[src/rtl/wft_pkg.sv]
// ----------------------------------------------------------------------------
// Word frequency table package
// Shared types and constants for the word frequency table and its cells.
// ----------------------------------------------------------------------------
package wft_pkg;

  // Width of the word key on the input channel.
  localparam int KeyPortBits = 64;

  // Sequencer states of the top level.
  typedef enum logic [1:0] {
    ST_IDLE   = 2'b01,
    ST_UPDATE = 2'b10
  } state_t;

  // Control broadcast from the sequencer to every cell.
  typedef struct packed {
    logic capture;  // compare the key on the bus and register the hit
    logic bump;     // the hit cell increments its count
    logic append;   // the cell at the fill position stores the key
  } cell_ctrl_t;

endpackage

[src/rtl/wft_cell.sv]
// ----------------------------------------------------------------------------
// Word frequency table cell
// Holds one word and its count, matches the broadcast key and merges its
// hit into the result chain passed on to the next cell.
// ----------------------------------------------------------------------------
module wft_cell #(
  parameter int INDEX      = 0,
  parameter int KEY_BITS   = 64,
  parameter int COUNT_BITS = 16,
  parameter int IDX_W      = 6,
  parameter int USED_W     = 7
) (
  input  logic                   clk,
  input  logic                   rst,
  input  wft_pkg::cell_ctrl_t    ctrl,
  input  logic [KEY_BITS-1:0]    key,
  input  logic [USED_W-1:0]      used,
  input  logic                   hit_in,
  input  logic [IDX_W-1:0]       idx_in,
  input  logic [COUNT_BITS-1:0]  cnt_in,
  output logic                   hit_out,
  output logic [IDX_W-1:0]       idx_out,
  output logic [COUNT_BITS-1:0]  cnt_out
);
  import wft_pkg::*;

  logic [KEY_BITS-1:0]   word;
  logic [COUNT_BITS-1:0] count;
  logic                  hit;
  logic                  occupied;

  // Entries at or beyond the fill count hold nothing and never match.
  assign occupied = USED_W'(INDEX) < used;

  always_ff @(posedge clk) begin
    if (rst) begin
      hit <= 1'b0;
    end else if (ctrl.capture) begin
      hit <= occupied && (key == word);
    end
  end

  always_ff @(posedge clk) begin
    if (ctrl.append && (used == USED_W'(INDEX))) begin
      word  <= key;
      count <= COUNT_BITS'(1);
    end else if (ctrl.bump && hit && (count != '1)) begin
      count <= count + COUNT_BITS'(1);
    end
  end

  // Stored words are distinct, so at most one cell hits and OR merging is exact.
  assign hit_out = hit_in | hit;
  assign idx_out = idx_in | (hit ? IDX_W'(INDEX) : '0);
  assign cnt_out = cnt_in | (hit ? count : '0);

endmodule

[config.mk]
export PLATFORM = sky130hd
export DESIGN_NAME = wft_cell
export DESIGN_NICKNAME = d
export VERILOG_FILES = /design/src/rtl/wft_pkg.sv /design/src/rtl/wft_cell.sv
export SDC_FILE = /design/constraint.sdc
export NUM_CORES = 1
export LEC_CHECK = 0
export BUFFER_PORTS_ARGS = -buffer_cell sky130_fd_sc_hd__clkbuf_2
export CORE_MARGIN = 4
export CORE_UTILIZATION = 46
export CTS_CLUSTER_SIZE = 20
export DETAILED_ROUTE_END_ITERATION = 16
export GPL_ROUTABILITY_DRIVEN = 0
export PLACE_DENSITY = 0.83
export SLEW_MARGIN = 25
export SYNTH_ARGS = -nofsm -noshare
export SYNTH_HDL_FRONTEND = slang
export SYNTH_SLANG_ARGS = --single-unit
[constraint.sdc]
create_clock -name clk -period 2.2 [get_ports clk]
set_clock_uncertainty 0.1 [all_clocks]
set_input_delay 0.44 -clock clk [delete_from_list [all_inputs] [get_ports clk]]
set_output_delay 0.44 -clock clk [all_outputs]
set_load 0.1 [all_outputs]
---- Word level (Yosys, flattened, before mapping) ----
Cells that the tools add are included.
cells by class
  $add $sub $neg .......................... 1
  order comparisons ....................... 1
  eq/ne operators ......................... 2
  muxes and demuxes ....................... 1
  bitwise gates (word level) .............. 2
  reduce and logical (&&, ||, !) cells .... 5
operators with widths
  operator                 number
  $eq A64 B64 Y1           1
  $add A16 B1 Y16 const B  1
  $mux W16                 1
  $ne A16 B16 Y1 const B   1
  $or A16 B16 Y16          1
  $logic_not A7 Y1         1
  $lt A1 B7 Y1 const A     1
  $logic_and A1 B1 Y1      4
  $or A1 B1 Y1             1
storage, ports and cells
  register bits ........................... 81
  input bits .............................. 99

---- Longest topological paths before layout ----
  word-level depth ........................ 2
  gate-level depth with buffers ........... 7
  depth with buffers taken out ............ 6

---- Worst setup path after synthesis ----
Ideal clock, no wire load.
  path kind ............................... in2reg
  from .................................... in used[3]
  to ...................................... reg word[0] (enable)
  setup time .............................. 351 ps
  arrival ................................. 1,748 ps
  required time ........................... 1,749 ps
  path slack .............................. 0 ps
  stages on the path ...................... 5
  path buffers ............................ 2
  path through ............................ or4_1 nor4_2 and2_1 buf_6 buf_8
on the way
  cells in the longest elaborated chain, start to end .. 2
RTL lines
  what                  line            RTL
  from (decl)           wft_cell.sv:17  input logic [USED_W-1:0] used,
  $logic_not A7 Y1      wft_cell.sv:44  if (ctrl.append && (used == USED_W'(INDEX))) begin
  $logic_and A1 B1 Y1   wft_cell.sv:44
  to (signal assigned)  wft_cell.sv:45  word <= key;
  to (decl)             wft_cell.sv:27  logic [KEY_BITS-1:0] word;
No other way between the ends.
A chain may end at the register's enable or synchronous reset.

---- Worst setup path in the final report ----
  from .................................... reg hit
  to ...................................... out cnt_out[0]
on the way
  cells in the longest elaborated chain, start to end .. 2
RTL lines
  what                    line            RTL
  from (decl)             wft_cell.sv:29  logic hit;
  from (signal assigned)  wft_cell.sv:39  hit <= occupied && (key == word);
  $mux W16                wft_cell.sv:55  assign cnt_out = cnt_in | (hit ? count : '0);
  $or A16 B16 Y16         wft_cell.sv:55
  to (decl)               wft_cell.sv:23  output logic [COUNT_BITS-1:0] cnt_out
No other way between the ends.

==> metrics.csv <==
stage,metric,value,unit
outcome,status,"complete, no violations",
finish,fin nets,497,
detailed_routing,Via density,5.13,
detailed_routing,Top Metal Used,met4,
clocking,PostCTS Resize Cnt,0,
clocking,clock slew at reported path FFs,0.08,ns
worst_setup_path,r2r setup slk,0.20,ns
timing,minimum hold slack,0.200,ns
detailed_routing,TritonRoute pass-1 iters,4,
finish,fillers,634,
detailed_routing,wire length per cell,15.5,µm
worst_setup_path,RR Endpoint,count[13],
timing,min setup slack post-route,0.108,ns
floorplanning,IO Count,122,
clocking,Max Root-Sink Buffers,2,
worst_setup_path,WS Path Type,flip-flop to primary output,
synthesis,register area share after synthesis,60.3,%
power,Tot Pwr,3.07,mW
timing,Setup-failing EPs final,0,
detailed_routing,Metal-1 WL,3.18,mm
hold_path,Worst Hold Path EP,word[26],
detailed_routing,via count,2584,
power,clock power share,33.1,%
timing,unrepaired setup endpoints after global routing,false,
finish,share of cells above drive strength 1,34.6,%
finish,Area Overhead vs Synth,29.5,%
synthesis,ys flop type,edfxtp_1,
synthesis,Cell variety after synth,41,
detailed_routing,Initial DRC Count,99,
synthesis,Mean Syn Cell Area,13.2,µm²
synthesis,Synth Warn #,0,
power,Leakage Power,1.94,nW
synthesis,Post-synth EDFFs,64,
power,switching share of total power,23.8,%
clocking,CTS tree,yes,
clocking,clock root buffer,clkbuf_8,
worst_setup_path,Reg2Reg Depth,6,
worst_setup_path,CP arrival,1.55,ns
power,P per Cell Area,632,nW/µm²
floorplanning,die height,98.3,µm
synthesis,asr flop ratio synth,0,%
detailed_routing,met3 WL,642,µm
timing,Worst slew margin,66.1,%
worst_setup_path,r2r startpoint,count[0],
detailed_routing,routed wire length,7.81,mm
timing,Tcrit/Tclk final,95.1,%
clocking,cts hold-fix bufs,0,
clocking,Setup Buffers After CTS,0,
worst_setup_path,"critical path fanouts, max",13,
placed_design,dpl hpwl,6.13,mm
grt,initial antenna violation count,0,
grt,via count of the first global-routing pass,2710,
hold_path,critical hold path startpoint,key[26],
power,Switch Pwr,0.730,mW
worst_setup_path,CP endpoint kind,primary output,
job,Max Cap Viol,0,
hold_path,Min-Delay Path Class,input pin to flip-flop,
detailed_routing,Post-route DRC,0,
finish,area occupied by multi-input gates,1350,µm²
finish,final core occ,62.2,%
synthesis,synthesized instance count,283,
grt,"Remaining Overflow, GRT",0,
power,Combinational Power Share,12.8,%
power,VDD IR-drop max,0.483,mV
power,Int Pwr,2.34,mW
finish,Sequential Area,2260,µm²
detailed_routing,routed length on met2,3.87,mm
synthesis,"flops & latches, synth",81,
grt,global-route wire length before repair,12.9,mm
hold_path,WHS Path Cells,1,
timing,Final Max Tran Viols,0,
clocking,TritonCTS Buffers,9,
timing,setup tns final,0,ns
worst_setup_path,Worst Path Required,1.66,ns
floorplanning,row cnt,32,
placed_design,PortBufs,109,
floorplanning,Die X,98.3,µm
worst_setup_path,crit start category,flip-flop,
timing,Tmin final,2.09,ns
timing,Final Hold Viols,0,
grt,GRT Overall Usage,16.6,%
timing,FMAX,0.478,GHz
floorplanning,Core Box Area,7810,µm²
grt,maximum number of pins on one net before global-route repair,26,
finish,count of inserted antenna diode cells,0,
floorplanning,die area,9660,µm²
synthesis,Mapped Nets,383,
floorplanning,Initial Util,48.0,%
power,sequential share of power,54.0,%
detailed_routing,antenna violation net count after detailed routing,0,
clocking,Clock Sinks,81,
clocking,htree depth,3,
placed_design,pre-CTS WS,0.0373,ns
timing,Worst Tran Pin Value,0.508,ns
synthesis,Post-Syn Area,3750,µm²
clocking,Worst-Skew Late Latency,0.33,ns
-- power by group through the flow --
| stage | logic, mW | clock network [mW] | registers, mW |
|---|---|---|---|
| after floorplan | 0.250 | 0 | 1.69 |
| after global placement | 0.385 | 0 | 1.69 |
| after detailed placement | 0.396 | 0 | 1.69 |
| after CTS | 0.398 | 1.05 | 1.66 |
| after global routing | 0.419 | 1.13 | 1.66 |
| final | 0.393 | 1.02 | 1.66 |
-- flip-flops by register name, indices dropped and copies added (netlist names) --
register / cells
word: 64
count: 16
hit: 1
-- cells in the mapped netlist (all sizes together), types with 4 or more instances --
cell type | number | area share, %
a21o | 16 | 3.2
and2 | 4 | 0.67
buf | 12 | 2.6
dfxtp | 17 | 9.1
edfxtp | 64 | 51
inv | 10 | 1.0
nand2b | 5 | 0.83
nand3 | 4 | 0.53
nand4 | 16 | 3.1
nor2 | 16 | 1.7
nor4 | 7 | 1.5
o2111ai | 5 | 1.2
o211ai | 8 | 1.9
o21ai | 5 | 0.67
xnor2 | 49 | 11
xor2 | 20 | 4.7
-- worst max path at each step --
stage	to	start	cells after the start	slack, ns
2_1_floorplan	word[0]	used[3]	5	0.0002
3_3_place_gp	word[36]	used[3]	5	0.07
3_5_place_dp	word[5]	used[3]	5	0.04
4_1_cts	cnt_out[0]	hit	3	0.08
5_1_grt	cnt_out[0]	hit	3	0.03
6_report	cnt_out[0]	hit	3	0.11
-- critical path: stages, from the launching register on --
cell     delay [ns]
dfxtp_1        0.60
buf_4          0.24
a21o_1         0.18
buf_12         0.19
-- logic make-up after synthesis --
family,Yosys count,synth area share [%]
mux,1,0.267
compound gates,42,8.58
simple gates,66,10.7
xor+xnor,69,16.1
flops,81,60.3
buf+inv,23,3.67
fa+ha+maj,1,0.334
-- cell usage in the layout, fill, tap and decap left out, drive strengths merged, types with 5 or more instances in the layout --
cell type / Yosys / final
clkbuf: 1 / 101
edfxtp: 64 / 64
xnor2: 49 / 49
buf: 12 / 24
xor2: 20 / 20
dfxtp: 17 / 17
a21o: 16 / 16
nand4: 16 / 16
nor2: 16 / 16
inv: 10 / 10
o211ai: 8 / 8
nor4: 7 / 7
clkinv: 0 / 6
o2111ai: 5 / 5
nand2b: 5 / 5
o21ai: 5 / 5
-- per-layer routing --
metal | track usage, % | up-vias
li1 | - | 1273
met1 | 20.1 | 1207
met2 | 27.6 | 92
met3 | 6.14 | 12
met4 | 5.15 | 0
met5 | 0 | -
-- stage by stage --
step,area [µm²],cells
after floorplan,3750,283
after global placement,4670,488
after detailed placement,4670,488
after CTS,4850,504
after global routing,4850,504
final,4850,504
-- final cells by class --
cell class	instances	area share [%]
clock buffer	9	2.55
sequential	81	46.6
inverter	10	0.773
multi-input combinational	179	27.8
clock inverter	7	1.26
tap	102	2.63
timing repair buffer	116	18.4
No activity file was read; power rests on OpenSTA's default activity.
